==> config.mk <==
export PLATFORM = sky130hd
export DESIGN_NAME = horizontal_run_length_smoothing_flat
export DESIGN_NICKNAME = d
export VERILOG_FILES = /design/src/rtl/core/hrls_pkg.sv /design/src/rtl/core/hrls_req_if.sv /design/src/rtl/core/hrls_rsp_if.sv /design/src/rtl/core/hrls_ctrl.sv /design/src/rtl/core/hrls_dp.sv /design/src/rtl/core/horizontal_run_length_smoothing.sv /design/src/flat_wrapper.sv
export SDC_FILE = /design/constraint.sdc
export NUM_CORES = 1
export LEC_CHECK = 0
export BUFFER_PORTS_ARGS = -buffer_cell sky130_fd_sc_hd__buf_2
export CAP_MARGIN = 20
export CORE_MARGIN = 2
export CORE_UTILIZATION = 38
export CTS_CLUSTER_DIAMETER = 150
export DETAILED_ROUTE_END_ITERATION = 8
export GPL_ROUTABILITY_DRIVEN = 0
export PLACE_DENSITY = 0.67
export SLEW_MARGIN = 20
export SYNTH_ARGS = -nofsm -noshare
export SYNTH_HDL_FRONTEND = slang
export SYNTH_SLANG_ARGS = --single-unit
==> constraint.sdc <==
create_clock -name clock -period 3.96 [get_ports clock]
set_input_delay 0.792 -clock clock [delete_from_list [all_inputs] [get_ports clock]]
set_output_delay 0.792 -clock clock [all_outputs]
set_load 0.01 [all_outputs]
==> src/rtl/core/hrls_pkg.sv <==
// Shared types and constants for the horizontal run-length smoothing block.
package hrls_pkg;

   localparam int PIX_W = 8;
   localparam int GAP_W = 6;
   localparam int CSR_ADDR_W = 3;
   localparam int CSR_DATA_W = 32;

   localparam logic [GAP_W-1:0] GAP_LIMIT = 6'd63;
   localparam logic [PIX_W-1:0] FILL_WHITE = 8'd255;
   localparam logic [PIX_W-1:0] FILL_BLACK = 8'd0;

   localparam logic [CSR_ADDR_W-3:0] CSR_MAX_GAP = 1'd0;

   typedef enum logic [1:0] {
      ST_IDLE  = 2'b01,
      ST_BURST = 2'b10
   } state_type;

   typedef struct packed {
      logic accept;
      logic emit;
   } cmd_type;

   typedef struct packed {
      logic hold;
      logic fill_left;
   } status_type;

endpackage

==> src/rtl/core/hrls_req_if.sv <==
// Input channel carrying one pixel word and its row flag.
interface hrls_req_if;
   logic                      valid;
   logic                      ready;
   logic [hrls_pkg::PIX_W-1:0] pixel_in;
   logic                      row_last;

   modport source (output valid, output pixel_in, output row_last, input ready);
   modport sink (input valid, input pixel_in, input row_last, output ready);
endinterface

==> src/rtl/core/hrls_rsp_if.sv <==
// Result channel carrying one output pixel word and its flags.
interface hrls_rsp_if;
   logic                      valid;
   logic                      ready;
   logic [hrls_pkg::PIX_W-1:0] pixel_out;
   logic                      row_end;
   logic                      run_last;

   modport source (output valid, output pixel_out, output row_end, output run_last,
                   input ready);
   modport sink (input valid, input pixel_out, input row_end, input run_last,
                 output ready);
endinterface

==> src/rtl/core/hrls_ctrl.sv <==
// Controller state machine that sequences input acceptance and burst output.
module hrls_ctrl (
   input  logic                 clock,
   input  logic                 reset,
   input  logic                 req_valid,
   output logic                 req_ready,
   output logic                 rsp_valid,
   input  logic                 rsp_ready,
   output hrls_pkg::cmd_type    cmd,
   input  hrls_pkg::status_type status
);

   hrls_pkg::state_type state_ff, state_in;
   logic                out_valid_ff, out_valid_in;
   logic                slot_free;

   assign req_ready = (state_ff == hrls_pkg::ST_IDLE);
   assign rsp_valid = out_valid_ff;
   assign slot_free = !out_valid_ff || rsp_ready;

   always_comb begin
      cmd.accept = req_valid && req_ready;
      cmd.emit   = (state_ff == hrls_pkg::ST_BURST) && slot_free;
      state_in   = state_ff;
      unique case (state_ff)
         hrls_pkg::ST_IDLE: begin
            if (cmd.accept && !status.hold) begin
               state_in = hrls_pkg::ST_BURST;
            end
         end
         hrls_pkg::ST_BURST: begin
            if (cmd.emit && !status.fill_left) begin
               state_in = hrls_pkg::ST_IDLE;
            end
         end
         default: state_in = hrls_pkg::ST_IDLE;
      endcase
   end

   always_comb begin
      if (cmd.emit) begin
         out_valid_in = 1'b1;
      end else if (rsp_ready) begin
         out_valid_in = 1'b0;
      end else begin
         out_valid_in = out_valid_ff;
      end
   end

   always_ff @(posedge clock) begin
      if (reset) begin
         state_ff     <= hrls_pkg::ST_IDLE;
         out_valid_ff <= 1'b0;
      end else begin
         state_ff     <= state_in;
         out_valid_ff <= out_valid_in;
      end
   end

endmodule

==> src/rtl/core/hrls_dp.sv <==
// Datapath holding the gap state, the burst counter and the output word register.
module hrls_dp (
   input  logic                        clock,
   input  logic                        reset,
   input  hrls_pkg::cmd_type           cmd,
   output hrls_pkg::status_type        status,
   input  logic [hrls_pkg::GAP_W-1:0]  max_gap,
   input  logic [hrls_pkg::PIX_W-1:0]  pixel_in,
   input  logic                        row_last,
   output logic [hrls_pkg::PIX_W-1:0]  pixel_out,
   output logic                        row_end,
   output logic                        run_last
);

   logic [hrls_pkg::GAP_W-1:0] pend_ff, pend_in;
   logic                       obj_ff, obj_in;
   logic [hrls_pkg::GAP_W-1:0] cnt_ff, cnt_in;
   logic [hrls_pkg::PIX_W-1:0] fill_ff, fill_in;
   logic [hrls_pkg::PIX_W-1:0] pix_ff, pix_in;
   logic                       last_ff, last_in;
   logic [hrls_pkg::PIX_W-1:0] out_pix_ff, out_pix_in;
   logic                       out_end_ff, out_end_in;
   logic                       out_last_ff, out_last_in;
   logic [hrls_pkg::GAP_W-1:0] limit;
   logic                       hold;

   assign limit = (max_gap < hrls_pkg::GAP_LIMIT) ? max_gap : hrls_pkg::GAP_LIMIT;
   assign hold  = (pixel_in == hrls_pkg::FILL_BLACK) && obj_ff && !row_last &&
                  (pend_ff < limit);

   assign status.hold      = hold;
   assign status.fill_left = (cnt_ff != '0);

   always_comb begin
      pend_in = pend_ff;
      obj_in  = obj_ff;
      cnt_in  = cnt_ff;
      fill_in = fill_ff;
      pix_in  = pix_ff;
      last_in = last_ff;
      if (cmd.accept) begin
         pix_in  = pixel_in;
         last_in = row_last;
         pend_in = '0;
         cnt_in  = '0;
         fill_in = hrls_pkg::FILL_BLACK;
         if (pixel_in != hrls_pkg::FILL_BLACK) begin
            cnt_in  = pend_ff;
            fill_in = hrls_pkg::FILL_WHITE;
            obj_in  = 1'b1;
         end else if (!obj_ff) begin
            cnt_in = '0;
         end else if (!hold) begin
            cnt_in = pend_ff;
            obj_in = 1'b0;
         end else begin
            pend_in = pend_ff + 1'b1;
         end
         if (row_last) begin
            pend_in = '0;
            obj_in  = 1'b0;
         end
      end else if (cmd.emit && (cnt_ff != '0)) begin
         cnt_in = cnt_ff - 1'b1;
      end
   end

   always_comb begin
      out_pix_in  = out_pix_ff;
      out_end_in  = out_end_ff;
      out_last_in = out_last_ff;
      if (cmd.emit) begin
         if (cnt_ff != '0) begin
            out_pix_in  = fill_ff;
            out_end_in  = 1'b0;
            out_last_in = 1'b0;
         end else begin
            out_pix_in  = pix_ff;
            out_end_in  = last_ff;
            out_last_in = 1'b1;
         end
      end
   end

   always_ff @(posedge clock) begin
      if (reset) begin
         pend_ff <= '0;
         obj_ff  <= 1'b0;
         cnt_ff  <= '0;
      end else begin
         pend_ff <= pend_in;
         obj_ff  <= obj_in;
         cnt_ff  <= cnt_in;
      end
   end

   always_ff @(posedge clock) begin
      fill_ff     <= fill_in;
      pix_ff      <= pix_in;
      last_ff     <= last_in;
      out_pix_ff  <= out_pix_in;
      out_end_ff  <= out_end_in;
      out_last_ff <= out_last_in;
   end

   assign pixel_out = out_pix_ff;
   assign row_end   = out_end_ff;
   assign run_last  = out_last_ff;

endmodule

==> src/rtl/core/horizontal_run_length_smoothing.sv <==
// Top level of the horizontal run-length smoothing block with its register port.
// A held zero is only accepted; any other pixel is accepted and then emits one result
// word per cycle (held gap words plus the pixel itself) when rsp is not stalled.
// The burst counter drains held gap words one per cycle while rsp is not stalled.
// Result words appear from the output register, which captures each word as it is produced.
// Synchronous active-high reset clears max_gap, the gap state and the output valid.
module horizontal_run_length_smoothing (
   input  logic                               clock,
   input  logic                               reset,
   hrls_req_if.sink                           req_if,
   hrls_rsp_if.source                         rsp_if,
   input  logic                               csr_psel,
   input  logic                               csr_penable,
   input  logic                               csr_pwrite,
   input  logic [hrls_pkg::CSR_ADDR_W-1:0]    csr_paddr,
   input  logic [hrls_pkg::CSR_DATA_W-1:0]    csr_pwdata,
   output logic [hrls_pkg::CSR_DATA_W-1:0]    csr_prdata,
   output logic                               csr_pready
);

   hrls_pkg::cmd_type          cmd;
   hrls_pkg::status_type       status;
   logic [hrls_pkg::GAP_W-1:0] max_gap_ff, max_gap_in;
   logic                       csr_hit;

   assign csr_pready = 1'b1;
   assign csr_hit    = (csr_paddr[hrls_pkg::CSR_ADDR_W-1:2] == hrls_pkg::CSR_MAX_GAP);

   always_comb begin
      max_gap_in = max_gap_ff;
      if (csr_psel && csr_penable && csr_pwrite && csr_pready && csr_hit) begin
         max_gap_in = csr_pwdata[hrls_pkg::GAP_W-1:0];
      end
   end

   always_ff @(posedge clock) begin
      if (reset) begin
         max_gap_ff <= '0;
      end else begin
         max_gap_ff <= max_gap_in;
      end
   end

   assign csr_prdata = csr_hit ?
                       {{(hrls_pkg::CSR_DATA_W-hrls_pkg::GAP_W){1'b0}}, max_gap_ff} : '0;

   hrls_ctrl u_ctrl (
      .clock     (clock),
      .reset     (reset),
      .req_valid (req_if.valid),
      .req_ready (req_if.ready),
      .rsp_valid (rsp_if.valid),
      .rsp_ready (rsp_if.ready),
      .cmd       (cmd),
      .status    (status)
   );

   hrls_dp u_dp (
      .clock     (clock),
      .reset     (reset),
      .cmd       (cmd),
      .status    (status),
      .max_gap   (max_gap_ff),
      .pixel_in  (req_if.pixel_in),
      .row_last  (req_if.row_last),
      .pixel_out (rsp_if.pixel_out),
      .row_end   (rsp_if.row_end),
      .run_last  (rsp_if.run_last)
   );

`ifndef SYNTHESIS
   assert property (@(posedge clock) disable iff (reset)
      (req_if.valid && req_if.ready && (req_if.pixel_in != hrls_pkg::FILL_BLACK))
      |=> !req_if.ready)
      else $error("Nonzero pixel accepted without starting a burst.");

   assert property (@(posedge clock) disable iff (reset)
      (req_if.valid && req_if.ready && req_if.row_last) |=> !req_if.ready)
      else $error("Row end accepted without starting a burst.");

   assert property (@(posedge clock) disable iff (reset)
      (rsp_if.valid && rsp_if.row_end) |-> rsp_if.run_last)
      else $error("Row end word is not the last word of its burst.");
`endif

endmodule

==> src/flat_wrapper.sv <==
// flat-port wrapper written by rule: the top's interface ports become plain ports
module horizontal_run_length_smoothing_flat 
  (clock, reset, csr_psel, csr_penable, csr_pwrite, csr_paddr, csr_pwdata, csr_prdata, csr_pready, req_if_valid, req_if_pixel_in, req_if_row_last, req_if_ready, rsp_if_valid, rsp_if_pixel_out, rsp_if_row_end, rsp_if_run_last, rsp_if_ready);
  hrls_req_if req_if_i ();
  hrls_rsp_if rsp_if_i ();
  input  logic clock;
  input  logic reset;
  input  logic csr_psel;
  input  logic csr_penable;
  input  logic csr_pwrite;
  input  logic [hrls_pkg::CSR_ADDR_W-1:0] csr_paddr;
  input  logic [hrls_pkg::CSR_DATA_W-1:0] csr_pwdata;
  output logic [hrls_pkg::CSR_DATA_W-1:0] csr_prdata;
  output logic csr_pready;
  input wire logic [$bits(req_if_i.valid)-1:0] req_if_valid;
  input wire logic [$bits(req_if_i.pixel_in)-1:0] req_if_pixel_in;
  input wire logic [$bits(req_if_i.row_last)-1:0] req_if_row_last;
  output wire logic [$bits(req_if_i.ready)-1:0] req_if_ready;
  output wire logic [$bits(rsp_if_i.valid)-1:0] rsp_if_valid;
  output wire logic [$bits(rsp_if_i.pixel_out)-1:0] rsp_if_pixel_out;
  output wire logic [$bits(rsp_if_i.row_end)-1:0] rsp_if_row_end;
  output wire logic [$bits(rsp_if_i.run_last)-1:0] rsp_if_run_last;
  input wire logic [$bits(rsp_if_i.ready)-1:0] rsp_if_ready;
  assign req_if_i.valid = req_if_valid;
  assign req_if_i.pixel_in = req_if_pixel_in;
  assign req_if_i.row_last = req_if_row_last;
  assign req_if_ready = req_if_i.ready;
  assign rsp_if_valid = rsp_if_i.valid;
  assign rsp_if_pixel_out = rsp_if_i.pixel_out;
  assign rsp_if_row_end = rsp_if_i.row_end;
  assign rsp_if_run_last = rsp_if_i.run_last;
  assign rsp_if_i.ready = rsp_if_ready;
  horizontal_run_length_smoothing u_core (.clock(clock), .reset(reset), .req_if(req_if_i), .rsp_if(rsp_if_i), .csr_psel(csr_psel), .csr_penable(csr_penable), .csr_pwrite(csr_pwrite), .csr_paddr(csr_paddr), .csr_pwdata(csr_pwdata), .csr_prdata(csr_prdata), .csr_pready(csr_pready));
endmodule
==> results.md <==
* Status: finished, final reports clean
* Width of the die at between 70 and 80 µm
* WHS Endpoint: u_core.max_gap_ff[4]
* XOR/XNOR Fraction of Synth Area at approximately 3.6%
* Synth Area per Inst at 10.9 µm²
* Top Family by Delay on Critical Path: buffers and inverters
* Hold path depth at 2
* Top_reg_cell synth: dfxtp_1
* Commonest cells after routing, fill and taps aside: buf_2, conb_1, nor2_1, dfxtp_1, edfxtp_1
* Final Net Count at 299
* Share of layout cells above drive strength 1 at around a quarter
* Clock Pin Slew Worst Setup and Hold Paths at ~0.080 ns
* Setup bufs post-CTS at 0
* Initial antenna violation count at 0
* Wirelength per Cell at roughly 11 µm
* Antenna viol nets, final at 0
* Vias in the first global route at around 1300
* Area growth syn-to-layout at 11.4%
* First-pass GRT wire length at between 5000 and 6000 µm
* CP required at 3.17 ns
* Fill count at 533
* Period minus WS final at around 2 ns
* Die area at roughly 6300 µm²
* IO buf count at 40
* EDFF count, synth at 20
* Die H at 79.6 µm
* CORE AREA at between 5000 and 6000 µm²
* Grt total ovfl at 0
* Tcrit/Tclk final at between 40 and 50%
* Unrepaired setup endpoints after global routing: no
* Most common cell after layout, fill and taps aside: buf_2
* Post_cts resized at 0
* Area of the multi-input gates at about 960 µm²
* Async SR Flop Fraction at 0%
* Sequential Area at around 1000 µm²
* Crit path cell chain: buf_2 -> nor2b_1 -> buf_2
* Max Cap Violations at 0
* Largest fanout on the critical path at 7
* Post-DP HPWL at 2670 µm
* Most used cell, CP: buf_2
* GRT Total Usage at approximately an eighth
* Cts hold-fix bufs at 0
* Ys Warns at 0
* Final Setup Violations at 0
* Worst VDD drop at 0.165 mV
* P per Cell Area at between 300 and 400 nW/µm²
* Clock Latency Late Sink at just under 0.3 ns
* Yosys cell types at 46
* Design Power at 940 µW
* Final hold slack at about 0.50 ns
* RR Endpoint: u_core.u_dp.cnt_ff[0]
* Initial core utilization at about two fifths
* # IOs at between 90 and 100
* Worst Tran Pin Value at approximately 0.75 ns
* Non-Filler Instances at about 310
* Largest stage delay, worst path at roughly 0.14 ns
* DRC at 0
* Inst Count DP at ~310
* Setup TNS at 0 ns
* Fin. max-slew vios at 0
* Worst Hold Launch: u_core.max_gap_ff[4]
* Synth Area in Compound Gates at roughly an eighth
* Synth Area in Adders at 4.60%
* Mapped cell area at roughly 2200 µm²
* Post-synthesis mux area share at 2.76%
* DRT Pass-1 Iters at 4
* Worst R2R Path Depth at 7
* Synthesized flop and latch total at 42
* Slew margin rel. at roughly 50%
* H-Tree Depth at 2
* CP max stage cell: buf_2
* R2r setup slk at 2.03 ns
* Fin. Hold Viols at 0
* Layout Skew at 0.00595 ns
* Vias/cell at 4.54
* Crit. End Element: primary output
* Total CTS buffers at 5
* Crit Path Category: input pin to primary output
* Routed wire length at 3470 µm
* Largest family of logic cells by synthesized area: simple AND/OR/NAND/NOR gates
* Via Count at around 1400
* Register area share after synthesis at 47.9%
* Leakage at about 1.0 nW
* N_diodes at 0
* CTS root buffer: clkbuf_8
* Area share of and/or/nand/nor cells after synthesis at between 10% and 20%
* Reg-to-reg startpoint: u_core.u_dp.cnt_ff[0]
* DR iter-0 viols at slightly below 60
* Post-Syn Instances at between 150 and 200
* Worst Path Arrival at between 1 and 1.5 ns
* Largest net degree at the start of global routing at 23
* CP startpoint kind: input pin
* Max Freq at 509 MHz
* CTS Sinks at 42
* Hold crit path type: flip-flop to flip-flop
* Buf+Inv Stages, Crit Path at 2
* CTS tree: built
* Clk buf depth at 2
* FP Rows at 27
==> Yosys cell counts, types with 2 or more instances <==
cell       n  share of area (%)
nor2b_1    4                1.2
nand4_1    4                1.2
nand3_1    3               0.69
conb_1     2               0.35
a21oi_1    3               0.69
nand2_1    8                1.4
buf_4     27                9.3
o21ai_0    2               0.46
nor2_1    23                4.0
o21a_1     3                1.0
nor4_2     2                1.2
clkbuf_1   2               0.35
inv_1      8                1.4
dfxtp_1   22                 20
a21o_1    10                3.5
ha_1       8                4.6
and3_1     2               0.58
nand2b_1   4                1.2
nor3_4     2                1.5
edfxtp_1  20                 28
mux2i_1    6                2.8
a22o_1     3                1.2
xnor2_1    6                2.4
xor2_1     3                1.2
==> per-stage QoR <==
| step | instance area (µm²) | worst slack [ns] | util (%) |
|---|---|---|---|
| final | 2420 | 2.00 | 44.0 |
| after global routing | 2420 | 1.84 | 44.0 |
| after CTS | 2420 | 1.99 | 44.0 |
| after detailed placement | 2330 | 1.68 | 42.4 |
| after global placement | 2330 | 1.69 | 42.4 |
| after floorplan | 2270 | 1.99 | - |
==> state kept, by name, indices dropped and copies added (netlist names), 2 cells and up <==
name and flops:
u_core.u_ctrl.state_ff 2, u_core.max_gap_ff 6, u_core.u_dp.pix_ff 8, u_core.u_dp.cnt_ff 6
u_core.u_dp.pend_ff 6, u_core.u_dp.pixel_out 8
==> cell families (layout without fill, tap and decap cells) <==
kind of cell               after synthesis  in the layout
muxes                                    6              6
other                                    2             27
adders and majority gates                8              8
and+or+nand+nor                         60             60
xor gates and xnor gates                 9              9
DFF                                     42             42
AOI/OAI and AO/OA                       32             32
buffers and inverters                   40             57
==> area by class of cell <==
type | count | share of cell area (%)
clock buffers | 5 | 2.84
repair buffers | 40 | 8.26
clock inverters | 3 | 0.878
flip-flops and latches | 42 | 43.0
well taps | 72 | 3.72
inverters | 9 | 1.60
multi-input cells | 142 | 39.7
==> power breakdown <==
part | switching (mW) | total [mW] | internal, mW
Clock | 0.145 | 0.269 | 0.124
Sequential | 0.0127 | 0.503 | 0.490
Combinational | 0.100 | 0.168 | 0.0680
==> per-layer routing <==
metal | routed length, µm | global-route usage (%) | up-vias | share of wire [%]
met1 | 1570 | 15.6 | 636 | 45
li1 | - | - | 724 | -
met5 | 0 | 0 | - | 0
met2 | 1590 | 18.3 | 58 | 46
met3 | 266 | 3.05 | 4 | 7.7
met4 | 44 | 5.52 | 0 | 1.3
==> worst max-delay path by stage <==
stage,depth (start not counted),startpoint,end
6_report,3,csr_paddr[2],csr_prdata[0]
3_3_place_gp,6,rsp_if_ready,u_core.u_dp.cnt_ff[5]
5_1_grt,6,rsp_if_ready,u_core.u_dp.cnt_ff[5]
2_1_floorplan,5,rsp_if_ready,u_core.u_dp.cnt_ff[5]
3_5_place_dp,6,rsp_if_ready,u_core.u_dp.cnt_ff[5]
4_1_cts,6,rsp_if_ready,u_core.u_dp.cnt_ff[5]
==> worst reg2reg max path, delay by kind of cell, from the launching register on <==
kind	cells	cell delay, ns
and+or+nand+nor	4	0.95
DFF	1	0.31
AOI/OAI and AO/OA	1	0.26
adders and majority gates	1	0.16
buffers and inverters	1	0.14
Note: power is estimated with default switching activity, not from simulation.
